### src/rtl/core/usbbd_pkg.sv
`timescale 1ns / 1ps

package usbbd_pkg;

    localparam logic [1:0] ST_ACCEPTED   = 2'd0;
    localparam logic [1:0] ST_TOO_SHORT  = 2'd1;
    localparam logic [1:0] ST_OVERSIZE   = 2'd2;
    localparam logic [1:0] ST_BAD_HEADER = 2'd3;

    localparam logic [7:0] HDR_FLAGS  = 8'hc0;
    localparam logic [3:0] ID_NIBBLE  = 4'hf;
    localparam int         HEADER_LEN = 2;

    localparam logic [6:0] MPS_RESET = 7'd64;
    localparam logic [6:0] PKT_SAT   = 7'd127;

    localparam int ADDR_W    = 3;
    localparam logic REG_MPS = 1'b0;

    localparam int QDEPTH = 4;
    localparam int QPTR_W = 2;
    localparam int QCNT_W = 3;

    // one record per accepted input transaction that gives any result
    typedef struct packed {
        logic        has_pay;
        logic        has_end;
        logic [7:0]  payload_byte;
        logic [11:0] message_id;
        logic [1:0]  status;
    } rec_t;

    typedef struct packed {
        logic              q_valid;
        logic              q_ready;
        logic [QCNT_W-1:0] count;
    } queue_stat_t;

    typedef struct packed {
        logic end_pend;
    } back_stat_t;

endpackage

### src/rtl/core/usbbd_front.sv
`timescale 1ns / 1ps

module usbbd_front #(
    parameter int BUFFER_BYTES = 256
) (
    input  logic                aclk,
    input  logic                aresetn,
    input  logic                accept,
    input  logic [7:0]          data_byte,
    input  logic                has_byte,
    input  logic                packet_end,
    input  logic [6:0]          max_packet_size,
    output logic                push,
    output usbbd_pkg::rec_t     rec
);

    localparam int TB_W = $clog2(BUFFER_BYTES);
    localparam logic [TB_W-1:0] TB_LIMIT = TB_W'(BUFFER_BYTES - 2);

    logic [TB_W-1:0] tb_reg, tb_next;
    logic [6:0]      pkt_reg, pkt_next;
    logic [7:0]      hl_reg, hl_next;
    logic [7:0]      hh_reg, hh_next;
    logic            ovs_reg, ovs_next;

    logic [TB_W-1:0] tb_mid;
    logic [6:0]      pkt_mid;
    logic [7:0]      hl_mid, hh_mid;
    logic            ovs_mid;
    logic            pay;
    logic            fin;
    logic [11:0]     id;
    logic [1:0]      st;

    always_comb begin
        tb_mid  = tb_reg;
        pkt_mid = pkt_reg;
        hl_mid  = hl_reg;
        hh_mid  = hh_reg;
        ovs_mid = ovs_reg;
        pay     = 1'b0;
        if (has_byte) begin
            if (pkt_reg != usbbd_pkg::PKT_SAT) begin
                pkt_mid = pkt_reg + 7'd1;
            end
            if (!ovs_reg) begin
                if (tb_reg >= TB_LIMIT) begin
                    ovs_mid = 1'b1;
                end else begin
                    tb_mid = tb_reg + TB_W'(1);
                    if (tb_mid == TB_W'(1)) begin
                        hl_mid = data_byte;
                    end else if (tb_mid == TB_W'(2)) begin
                        hh_mid = data_byte;
                    end else begin
                        pay = 1'b1;
                    end
                end
            end
        end

        fin = packet_end && (pkt_mid != max_packet_size);
        id  = {hh_mid[3:0] & usbbd_pkg::ID_NIBBLE, hl_mid};

        if (ovs_mid) begin
            st = usbbd_pkg::ST_OVERSIZE;
        end else if (tb_mid < TB_W'(usbbd_pkg::HEADER_LEN)) begin
            st = usbbd_pkg::ST_TOO_SHORT;
        end else if ((hh_mid & usbbd_pkg::HDR_FLAGS) != usbbd_pkg::HDR_FLAGS) begin
            st = usbbd_pkg::ST_BAD_HEADER;
        end else begin
            st = usbbd_pkg::ST_ACCEPTED;
        end

        tb_next  = tb_mid;
        pkt_next = pkt_mid;
        hl_next  = hl_mid;
        hh_next  = hh_mid;
        ovs_next = ovs_mid;
        if (packet_end) begin
            if (fin) begin
                tb_next  = '0;
                pkt_next = '0;
                hl_next  = '0;
                hh_next  = '0;
                ovs_next = 1'b0;
            end else begin
                pkt_next = '0;
            end
        end
    end

    assign push             = accept && (pay || fin);
    assign rec.has_pay      = pay;
    assign rec.has_end      = fin;
    assign rec.payload_byte = data_byte;
    // id reads as zero until both header bytes are in
    assign rec.message_id   = (tb_mid < TB_W'(usbbd_pkg::HEADER_LEN)) ? 12'd0 : id;
    assign rec.status       = st;

    always_ff @(posedge aclk) begin
        if (!aresetn) begin
            tb_reg  <= '0;
            pkt_reg <= '0;
            hl_reg  <= '0;
            hh_reg  <= '0;
            ovs_reg <= 1'b0;
        end else if (accept) begin
            tb_reg  <= tb_next;
            pkt_reg <= pkt_next;
            hl_reg  <= hl_next;
            hh_reg  <= hh_next;
            ovs_reg <= ovs_next;
        end
    end

endmodule

### src/rtl/core/usbbd_queue.sv
`timescale 1ns / 1ps

module usbbd_queue (
    input  logic                   aclk,
    input  logic                   aresetn,
    input  logic                   push,
    input  usbbd_pkg::rec_t        push_rec,
    input  logic                   pop,
    output usbbd_pkg::rec_t        pop_rec,
    output usbbd_pkg::queue_stat_t stat
);

    usbbd_pkg::rec_t mem_reg [usbbd_pkg::QDEPTH];

    logic [usbbd_pkg::QPTR_W-1:0] wr_ptr_reg, wr_ptr_next;
    logic [usbbd_pkg::QPTR_W-1:0] rd_ptr_reg, rd_ptr_next;
    logic [usbbd_pkg::QCNT_W-1:0] cnt_reg, cnt_next;
    logic                         do_push, do_pop;

    assign stat.q_valid = (cnt_reg != '0);
    assign stat.q_ready = (cnt_reg != usbbd_pkg::QCNT_W'(usbbd_pkg::QDEPTH));
    assign stat.count   = cnt_reg;
    assign do_push      = push && stat.q_ready;
    assign do_pop       = pop && stat.q_valid;
    assign pop_rec      = mem_reg[rd_ptr_reg];

    always_comb begin
        wr_ptr_next = do_push ? wr_ptr_reg + 1'b1 : wr_ptr_reg;
        rd_ptr_next = do_pop ? rd_ptr_reg + 1'b1 : rd_ptr_reg;
        cnt_next    = cnt_reg;
        if (do_push && !do_pop) begin
            cnt_next = cnt_reg + 1'b1;
        end else if (!do_push && do_pop) begin
            cnt_next = cnt_reg - 1'b1;
        end
    end

    always_ff @(posedge aclk) begin
        if (do_push) begin
            mem_reg[wr_ptr_reg] <= push_rec;
        end
    end

    always_ff @(posedge aclk) begin
        if (!aresetn) begin
            wr_ptr_reg <= '0;
            rd_ptr_reg <= '0;
            cnt_reg    <= '0;
        end else begin
            wr_ptr_reg <= wr_ptr_next;
            rd_ptr_reg <= rd_ptr_next;
            cnt_reg    <= cnt_next;
        end
    end

endmodule

### src/rtl/core/usbbd_back.sv
`timescale 1ns / 1ps

module usbbd_back (
    input  logic                  aclk,
    input  logic                  aresetn,
    input  logic                  q_valid,
    input  usbbd_pkg::rec_t       q_rec,
    output logic                  q_pop,
    output logic                  m_valid,
    input  logic                  m_ready,
    output logic [7:0]            m_payload_byte,
    output logic [11:0]           m_message_id,
    output logic [1:0]            m_status,
    output logic                  m_last,
    output usbbd_pkg::back_stat_t stat
);

    logic        m_valid_reg;
    logic [7:0]  byte_reg;
    logic [11:0] id_reg;
    logic [1:0]  st_reg;
    logic        last_reg;
    logic        pend_reg;
    logic [11:0] pend_id_reg;
    logic [1:0]  pend_st_reg;
    logic        load;

    assign load  = !m_valid_reg || m_ready;
    assign q_pop = load && !pend_reg && q_valid;

    always_ff @(posedge aclk) begin
        if (!aresetn) begin
            m_valid_reg <= 1'b0;
            pend_reg    <= 1'b0;
        end else if (load) begin
            if (pend_reg) begin
                m_valid_reg <= 1'b1;
                pend_reg    <= 1'b0;
            end else if (q_valid) begin
                m_valid_reg <= 1'b1;
                pend_reg    <= q_rec.has_pay && q_rec.has_end;
            end else begin
                m_valid_reg <= 1'b0;
            end
        end
    end

    always_ff @(posedge aclk) begin
        if (load) begin
            if (pend_reg) begin
                byte_reg <= 8'd0;
                id_reg   <= pend_id_reg;
                st_reg   <= pend_st_reg;
                last_reg <= 1'b1;
            end else if (q_valid) begin
                pend_id_reg <= q_rec.message_id;
                pend_st_reg <= q_rec.status;
                id_reg      <= q_rec.message_id;
                if (q_rec.has_pay) begin
                    byte_reg <= q_rec.payload_byte;
                    st_reg   <= usbbd_pkg::ST_ACCEPTED;
                    last_reg <= 1'b0;
                end else begin
                    byte_reg <= 8'd0;
                    st_reg   <= q_rec.status;
                    last_reg <= 1'b1;
                end
            end
        end
    end

    assign m_valid        = m_valid_reg;
    assign m_payload_byte = byte_reg;
    assign m_message_id   = id_reg;
    assign m_status       = st_reg;
    assign m_last         = last_reg;
    assign stat.end_pend  = pend_reg;

endmodule

### src/rtl/core/usb_bulk_message_deframer_unit.sv
`timescale 1ns / 1ps
// a transaction's first result goes through the record queue, then the output register
// throughput: one input transaction per cycle while the queue has room; a payload
// and status transaction gives two outputs, absorbed by a four-entry record queue
// reset: synchronous active-low aresetn clears counters, header, queue and output valid
// max_packet_size returns to 64

module usb_bulk_message_deframer_unit #(
    parameter int BUFFER_BYTES = 256
) (
    input  logic                         aclk,
    input  logic                         aresetn,
    input  logic                         s_valid,
    output logic                         s_ready,
    input  logic [7:0]                   s_data_byte,
    input  logic                         s_has_byte,
    input  logic                         s_packet_end,
    output logic                         m_valid,
    input  logic                         m_ready,
    output logic [7:0]                   m_payload_byte,
    output logic [11:0]                  m_message_id,
    output logic [1:0]                   m_status,
    output logic                         m_last,
    input  logic                         psel,
    input  logic                         penable,
    input  logic                         pwrite,
    input  logic [usbbd_pkg::ADDR_W-1:0] paddr,
    input  logic [31:0]                  pwdata,
    output logic [31:0]                  prdata,
    output logic                         pready
);

    logic [6:0]             mps_reg;
    logic                   accept;
    logic                   push;
    logic                   q_pop;
    usbbd_pkg::rec_t        push_rec;
    usbbd_pkg::rec_t        pop_rec;
    usbbd_pkg::queue_stat_t q_stat;
    usbbd_pkg::back_stat_t  b_stat;

    assign pready = 1'b1;
    assign prdata = (paddr[2] == usbbd_pkg::REG_MPS) ? {25'd0, mps_reg} : 32'd0;

    always_ff @(posedge aclk) begin
        if (!aresetn) begin
            mps_reg <= usbbd_pkg::MPS_RESET;
        end else if (psel && penable && pwrite && pready && paddr[2] == usbbd_pkg::REG_MPS) begin
            mps_reg <= pwdata[6:0];
        end
    end

    assign s_ready = q_stat.q_ready;
    assign accept  = s_valid && s_ready;

    usbbd_front #(
        .BUFFER_BYTES(BUFFER_BYTES)
    ) u_front (
        .aclk            (aclk),
        .aresetn         (aresetn),
        .accept          (accept),
        .data_byte       (s_data_byte),
        .has_byte        (s_has_byte),
        .packet_end      (s_packet_end),
        .max_packet_size (mps_reg),
        .push            (push),
        .rec             (push_rec)
    );

    usbbd_queue u_queue (
        .aclk     (aclk),
        .aresetn  (aresetn),
        .push     (push),
        .push_rec (push_rec),
        .pop      (q_pop),
        .pop_rec  (pop_rec),
        .stat     (q_stat)
    );

    usbbd_back u_back (
        .aclk           (aclk),
        .aresetn        (aresetn),
        .q_valid        (q_stat.q_valid),
        .q_rec          (pop_rec),
        .q_pop          (q_pop),
        .m_valid        (m_valid),
        .m_ready        (m_ready),
        .m_payload_byte (m_payload_byte),
        .m_message_id   (m_message_id),
        .m_status       (m_status),
        .m_last         (m_last),
        .stat           (b_stat)
    );

    a_queue_bound: assert property (@(posedge aclk) disable iff (!aresetn)
        q_stat.count <= usbbd_pkg::QCNT_W'(usbbd_pkg::QDEPTH))
        else $error("record queue overfilled");

    a_pend_shown: assert property (@(posedge aclk) disable iff (!aresetn)
        b_stat.end_pend |-> (m_valid && !m_last))
        else $error("pending status without a payload byte on show");

    a_pend_follows: assert property (@(posedge aclk) disable iff (!aresetn)
        (b_stat.end_pend && m_ready) |=> (m_valid && m_last))
        else $error("pending status not issued next");

    a_payload_status: assert property (@(posedge aclk) disable iff (!aresetn)
        (m_valid && !m_last) |-> (m_status == usbbd_pkg::ST_ACCEPTED))
        else $error("payload transaction carries a status");

endmodule
### config.mk
export PLATFORM = sky130hd
export DESIGN_NAME = usb_bulk_message_deframer_unit
export DESIGN_NICKNAME = d
export VERILOG_FILES = /design/src/rtl/core/usbbd_pkg.sv /design/src/rtl/core/usbbd_front.sv /design/src/rtl/core/usbbd_queue.sv /design/src/rtl/core/usbbd_back.sv /design/src/rtl/core/usb_bulk_message_deframer_unit.sv
export SDC_FILE = /design/constraint.sdc
export NUM_CORES = 1
export LEC_CHECK = 0
export ABC_AREA = 0
export BUFFER_PORTS_ARGS = -buffer_cell sky130_fd_sc_hd__buf_2
export CORE_MARGIN = 3
export CORE_UTILIZATION = 50
export CTS_CLUSTER_SIZE = 14
export DETAILED_ROUTE_END_ITERATION = 8
export GPL_TIMING_DRIVEN = 0
export PLACE_DENSITY = 0.71
export SKIP_LAST_GASP = 1
export SLEW_MARGIN = 20
export SYNTH_ARGS = -nofsm -noshare
export SYNTH_HDL_FRONTEND = slang
export SYNTH_SLANG_ARGS = --single-unit
### constraint.sdc
create_clock -name aclk -period 5.24 [get_ports aclk]
set_input_delay 0.262 -clock aclk [delete_from_list [all_inputs] [get_ports aclk]]
set_output_delay 0.262 -clock aclk [all_outputs]
set_load 0.01 [all_outputs]
-- After elaboration in Yosys (flattened, before gate mapping)
Memories as Yosys holds them, arrays and structs flattened. A register that Yosys moved wholly into a read port is not among the register bits.
Cells that the tools add are included.
- logic and storage cells: 113
- memories: 1
- bits in registers: 85
- bits in writable memories: 96
- input port bits: 52
- output and inout bits: 58
- memories (memory ; words ; bits a word ; read ports ; clocked after memory_dff ; write ports ; line ; source):
    u_queue.mem_reg ; 4 ; 24 ; 1 ; 1 ; 1 ; usbbd_queue.sv:13 ; usbbd_pkg::rec_t mem_reg [usbbd_pkg::QDEPTH];
- mux-type cells: 55
- eq/ne operators: 6
- add/sub/neg operators: 6
- bitwise gates (word level): 2
- $lt $le $gt $ge: 2
- reductions and logical operators: 24
- operators with widths (kind ; count):
    8-bit 2-to-1 mux ; 20
    12-bit 2-to-1 mux ; 3
    7-bit 2-to-1 mux ; 4
    1-bit 2-to-1 mux ; 18
    2-bit 2-to-1 mux ; 8
    1-bit logical AND ; 13
    8-bit by 1-bit adder with 8-bit output, second input constant ; 1
    8-bit by 1-bit equality test with 1-bit output, second input constant ; 1
    8-bit by 2-bit equality test with 1-bit output, second input constant ; 1
    8-bit greater-or-equal comparator, second input constant ; 1
    8-bit by 2-bit < comparator with 1-bit output, second input constant ; 1
    7-bit by 1-bit adder with 7-bit output, second input constant ; 1
    7-bit != test ; 1
    7-bit != test, second input constant ; 1
    3-bit 2-to-1 mux ; 2
    2-bit by 1-bit adder with 2-bit output, second input constant ; 2
    1-bit logical NOT ; 4
    2-bit nonzero test ; 2
    3-bit by 1-bit adder with 3-bit output, second input constant ; 1
    3-bit != test, second input constant ; 1
    3-bit AND reduction ; 1
    3-bit nonzero test ; 1
    3-bit by 1-bit subtractor with 3-bit output, second input constant ; 1
    1-bit logical OR ; 2
    3 further kinds ; 4

-- Depth between registers and ports, before layout
- depth in word-level cells: 14
- gate-level depth with buffers: 15
- depth with buffers taken out: 14

-- Modules after synthesis
From an unflattened synthesis, not the netlist that was laid out.
- cell total of the unflattened synthesis: 588
- area total of the unflattened synthesis: 8293.0 µm²
- by module, submodules not included (module ; area each (µm²) ; cells an instance ; times used ; sequential area each (µm²)):
    usbbd_queue ; 4001.3 ; 174 ; 1 ; 3062.9
    usbbd_front ; 2263.4 ; 269 ; 1 ; 600.6
    usbbd_back ; 1465.2 ; 78 ; 1 ; 1151.1
    usb_bulk_message_deframer_unit ; 563.0 ; 67 ; 1 ; 140.1

-- Least setup slack after synthesis
OpenSTA, ideal clock, no wires.
- kind: reg2reg
- start point: register u_front.pkt_reg[1]
- end point: register u_queue.cnt_reg[2] in the netlist's numbering
- data arrival time: 3.182 ns
- clock period less this slack: 3.254 ns
- stages on the path, launching flop included: 16
- buffers on the path: 1
- required time: 5.168 ns
- setup time: 0.072 ns
- slack: 1.986 ns
- cells stage by stage: dfxtp_1 ha_1 buf_2 a21boi_0 or4b_1 nand3_1 a311oi_2 a21bo_2 a21o_1 inv_2 ha_1 inv_1 fa_1 xor2_1 or3_1 a21oi_1
- longest elaborated chain between the ends: 11
- elaborated cells between the ends (all ways): 14
- those cells by class: 1 x add/sub; 2 x eq/ne; 3 x mux; 8 x reduce/logical
- RTL lines (element ; line ; source):
    start: declaration ; usbbd_front.sv:21 ; logic [6:0] pkt_reg, pkt_next;
    start signal: assignment ; usbbd_front.sv:110 ; pkt_reg <= pkt_next;
    7-bit by 1-bit adder with 7-bit output / 7-bit != test (equally long branches) ; usbbd_front.sv:44, usbbd_front.sv:43 ;
    7-bit 2-to-1 mux ; usbbd_front.sv:43 ; if (pkt_reg != usbbd_pkg::PKT_SAT) begin
    7-bit 2-to-1 mux (*) ; usbbd_front.sv:42 ; if (has_byte) begin
    7-bit != test (*) ; usbbd_front.sv:62 ; fin = packet_end && (pkt_mid != max_packet_size);
    1-bit logical AND (*) ; usbbd_front.sv:62 ;
    1-bit logical OR (*) ; usbbd_front.sv:93 ; assign push = accept && (pay || fin);
    1-bit logical AND (*) ; usbbd_front.sv:93 ;
    1-bit logical AND (*) ; usbbd_queue.sv:23 ; assign do_push = push && stat.q_ready;
    net u_queue.do_push ; usbbd_queue.sv:18 ; logic do_push, do_pop;
    1-bit logical NOT ; usbbd_queue.sv:33 ; end else if (!do_push && do_pop) begin
    1-bit logical AND ; usbbd_queue.sv:33 ;
    2-bit nonzero test (no line) ; -- ;
    end signal: assignment ; usbbd_queue.sv:52 ; cnt_reg <= cnt_next;
    end: declaration ; usbbd_queue.sv:17 ; logic [usbbd_pkg::QCNT_W-1:0] cnt_reg, cnt_next;
The timed path passes the listed nets; every way through them passes the cells marked *.
A chain may end at the register's enable or synchronous reset.

-- Worst setup path after layout
Same ends and word-level chain as after synthesis.

==> impl_metrics.sql <==
INSERT INTO impl_metrics (metric_group, metric, value, unit) VALUES
('drt', 'routed_wirelength', '15.2', 'mm'),
('finish', 'num_antenna_cells', '0', ''),
('finish', 'syn_to_final_growth', '15.2', '%'),
('cts', 'cts-hold-fix-buffers', '0', ''),
('global_route', 'wire_length_of_the_first_global_routing_pass', '24.7', 'mm'),
('placed_design', 'routabilityCongestion', '0.828', ''),
('power', 'share_comb_of_total_power', '21.8', '%'),
('power', 'vdd_ir_drop_max', '0.244', 'mV'),
('floorplanning', 'floorplan.die_area', '17400', 'sq um'),
('sta', 'setup-violations-final', '0', ''),
('yosys', 'synthDominantAreaCellType', 'sky130_fd_sc_hd__edfxtp_1', ''),
('worst_setup_path', 'critical_path.cell_chain', 'ha_1, buf_2, a21boi_0, or4b_1, nand3_1, a311oi_2, a21bo_2, a21o_1, inv_2, ha_1, inv_1, fa_1, xor2_1, or3_1, a21oi_1', ''),
('flow_run', 'drv.max_cap_violation_count', '0', ''),
('drt', 'route.layer.met1.wl', '6.50', 'mm'),
('worst_hold_path', 'hold_path.class', 'input port to flop', ''),
('global_route', 'grt_pass1_vias', '4784', ''),
('finish', 'layout_commonest_cell', 'sky130_fd_sc_hd__edfxtp_1', ''),
('power', 'cellPowerDensity', '433', 'nW/um^2'),
('worst_setup_path', 'r2r-start', 'u_front.pkt_reg[1]', ''),
('finish', 'final_net_count', '736', ''),
('cts', 'path_clk_slew', '0.07', 'ns'),
('drt', 'route.top_layer_used', 'met4', ''),
('cts', 'cts_inserted_buffers', '17', ''),
('global_route', 'grt_antenna_before_repair', '0', ''),
('outcome', 'outcome', 'finished clean', ''),
('sta', 'rsz_0062_raised_after_global_routing', 'false', ''),
('cts', 'cts_post_setup_buffers_inserted', '0', ''),
('worst_setup_path', 'worst_setup_path_end_kind', 'flop', ''),
('cts', 'cts_htree_levels', '4', ''),
('placed_design', 'io_buffer_count', '54', ''),
('finish', 'largest_register_ff_count', '96', ''),
('yosys', 'synth_top_area_share', '50.4', '%'),
('sta', 'post-route-worst-setup-slack', '1.56', 'ns'),
('power', 'intPower', '2.86', 'mW'),
('sta', 'hold-worst-slack', '0.0590', 'ns'),
('drt', 'routed-via-count', '4820', ''),
('yosys', 'synth-main-ff-cell', 'sky130_fd_sc_hd__edfxtp_1', ''),
('cts', 'number_of_cells_upsized_or_downsized_after_cts', '0', ''),
('cts', 'root_buffer', 'sky130_fd_sc_hd__clkbuf_16', ''),
('floorplanning', 'die_width', '132', 'microns'),
('worst_setup_path', 'setup.worst_path.class', 'flop to flop', ''),
('floorplanning', 'rows', '45', ''),
('worst_setup_path', 'critPathBufInv', '3', ''),
('finish', 'multi_input_comb_area', '2680', 'sq um'),
('yosys', 'postSynthRegisterBits', '181', ''),
('worst_setup_path', 'critical_path.max_fanout', '9', ''),
('global_route', 'grt_max_degree', '25', ''),
('floorplanning', 'floorplan.core_area', '15400', 'sq um'),
('finish', 'filler_cell_count', '1236', ''),
('sta', 'worst_clock_skew', '0.00826', 'ns'),
('sta', 'finalCritPeriodShare', '70.3', '%'),
('global_route', 'grt-ovfl-total', '0', ''),
('placed_design', 'post-dp-hpwl', '10.3', 'mm'),
('yosys', 'synthDistinctLibCells', '67', ''),
('worst_setup_path', 'cp_slowest_cell', 'sky130_fd_sc_hd__or4b_1', ''),
('worst_setup_path', 'startpoint_type', 'flop', ''),
('sta', 'slew_headroom', '36.0', '%'),
('worst_setup_path', 'cp.arrival', '4.04', 'ns'),
('sta', 'slew_violations', '0', ''),
('drt', 'first_iter_violations', '251', ''),
('finish', 'commonest_non_fill_non_tap_cells_in_the_layout', 'sky130_fd_sc_hd__edfxtp_1, sky130_fd_sc_hd__buf_2, sky130_fd_sc_hd__dfxtp_1, sky130_fd_sc_hd__nor2_1, sky130_fd_sc_hd__nand2_1', ''),
('finish', 'share_of_cells_above_drive_strength_1', '26.4', '%'),
('yosys', 'synth_seq_area_share', '62.5', '%'),
('cts', 'clock_sink_count', '181', ''),
('drt', 'met3WireLength', '588', 'microns'),
('floorplanning', 'io_pins', '110', ''),
('cts', 'max-clock-path-buffers', '2', ''),
('sta', 'report.final.hold_viol_count', '0', ''),
('drt', 'postRouteAntennaNets', '0', ''),
('cts', 'insertion_delay', '0.43', 'ns'),
('yosys', 'yosysWarningCount', '0', '');
==> per-stage QoR <==
| step | util [%] | instance area [sq um] | total power [mW] | instances |
|---|---|---|---|---|
| 3_3_place_gp | 55.6 | 8550 | 2.78 | 864 |
| 6_report | 59.4 | 9130 | 3.95 | 896 |
| 2_1_floorplan | - | 8010 | 2.52 | 599 |
| 5_1_grt | 59.4 | 9130 | 4.14 | 896 |
| 3_5_place_dp | 55.8 | 8570 | 2.82 | 865 |
| 4_1_cts | 59.4 | 9130 | 4.00 | 896 |
==> per-layer routing <==
layer,vias to the layer above,GRT usage (%)
li1,2304,-
met1,2384,23.1
met2,111,30.9
met3,21,3.93
met4,0,6.53
met5,-,0
==> area by class of cell <==
cell class              count  share of cell area, %
plain buffers              56                   3.69
multi-input cells         345                   29.3
inverters                  17                  0.699
clock inverters            14                   1.38
well taps                 211                   2.89
repair buffers             55                   3.04
flip-flops and latches    181                   54.3
clock buffers              17                   4.66
==> power groups by stage <==
stage / combinational, mW / clock [mW] / sequential, mW
after floorplan: 0.538 / 0 / 1.99
after global placement: 0.840 / 0 / 1.94
after detailed placement: 0.877 / 0 / 1.94
after CTS: 0.882 / 1.20 / 1.91
after global routing: 0.945 / 1.26 / 1.93
final: 0.861 / 1.18 / 1.91
==> cells in the mapped netlist, types with 3 or more instances <==
library cell and count:
sky130_fd_sc_hd__nor2b_1 20, sky130_fd_sc_hd__xor2_1 5, sky130_fd_sc_hd__and2_1 7, sky130_fd_sc_hd__or4_1 3, sky130_fd_sc_hd__nand2_1 34, sky130_fd_sc_hd__nand2b_1 4
sky130_fd_sc_hd__a21bo_2 4, sky130_fd_sc_hd__mux2_2 13, sky130_fd_sc_hd__o211ai_1 5, sky130_fd_sc_hd__a31oi_1 6, sky130_fd_sc_hd__a41oi_1 3, sky130_fd_sc_hd__xnor2_1 6
sky130_fd_sc_hd__buf_4 26, sky130_fd_sc_hd__clkbuf_1 14, sky130_fd_sc_hd__buf_1 3, sky130_fd_sc_hd__o21a_1 3, sky130_fd_sc_hd__a32o_1 3, sky130_fd_sc_hd__nand3_1 6
sky130_fd_sc_hd__a22o_1 12, sky130_fd_sc_hd__a21oi_1 20, sky130_fd_sc_hd__mux2i_1 20, sky130_fd_sc_hd__buf_2 8, sky130_fd_sc_hd__inv_1 14, sky130_fd_sc_hd__mux4_2 24
sky130_fd_sc_hd__nand4_1 3, sky130_fd_sc_hd__dfxtp_1 48, sky130_fd_sc_hd__nor2_1 45, sky130_fd_sc_hd__ha_1 10, sky130_fd_sc_hd__edfxtp_1 133, sky130_fd_sc_hd__o21ai_0 15
sky130_fd_sc_hd__nor3_1 11, sky130_fd_sc_hd__clkbuf_2 3
==> tightest hold or removal path: stages <==
cell and delay [ns]:
sky130_fd_sc_hd__buf_2 0.08, sky130_fd_sc_hd__mux2i_1 0.05, sky130_fd_sc_hd__nand2_1 0.06
==> path summary, 6_finish.rpt <==
check                           depth (start not counted)  slack [ns]            endpoint
worst max-delay path                                   15        1.56  u_queue.cnt_reg[2]
worst min-delay path                                    3        0.06          mps_reg[6]
worst max register to register                         15        1.56  u_queue.cnt_reg[2]
worst min register to register                          1        0.47   u_front.hl_reg[5]
==> cells by family (layout without fill, tap and decap cells) <==
| group | after synthesis | after routing | synth area share (%) |
|---|---|---|---|
| compound gates | 91 | 91 | 8.23 |
| xor+xnor | 13 | 13 | 1.72 |
| fa+ha+maj | 11 | 11 | 1.83 |
| buf+inv | 73 | 159 | 5.05 |
| flops | 181 | 181 | 62.5 |
| mux | 57 | 57 | 11.2 |
| other cells | 2 | 26 | 0.0948 |
| simple gates | 147 | 147 | 9.35 |
Note: power is estimated with default switching activity, not from simulation.
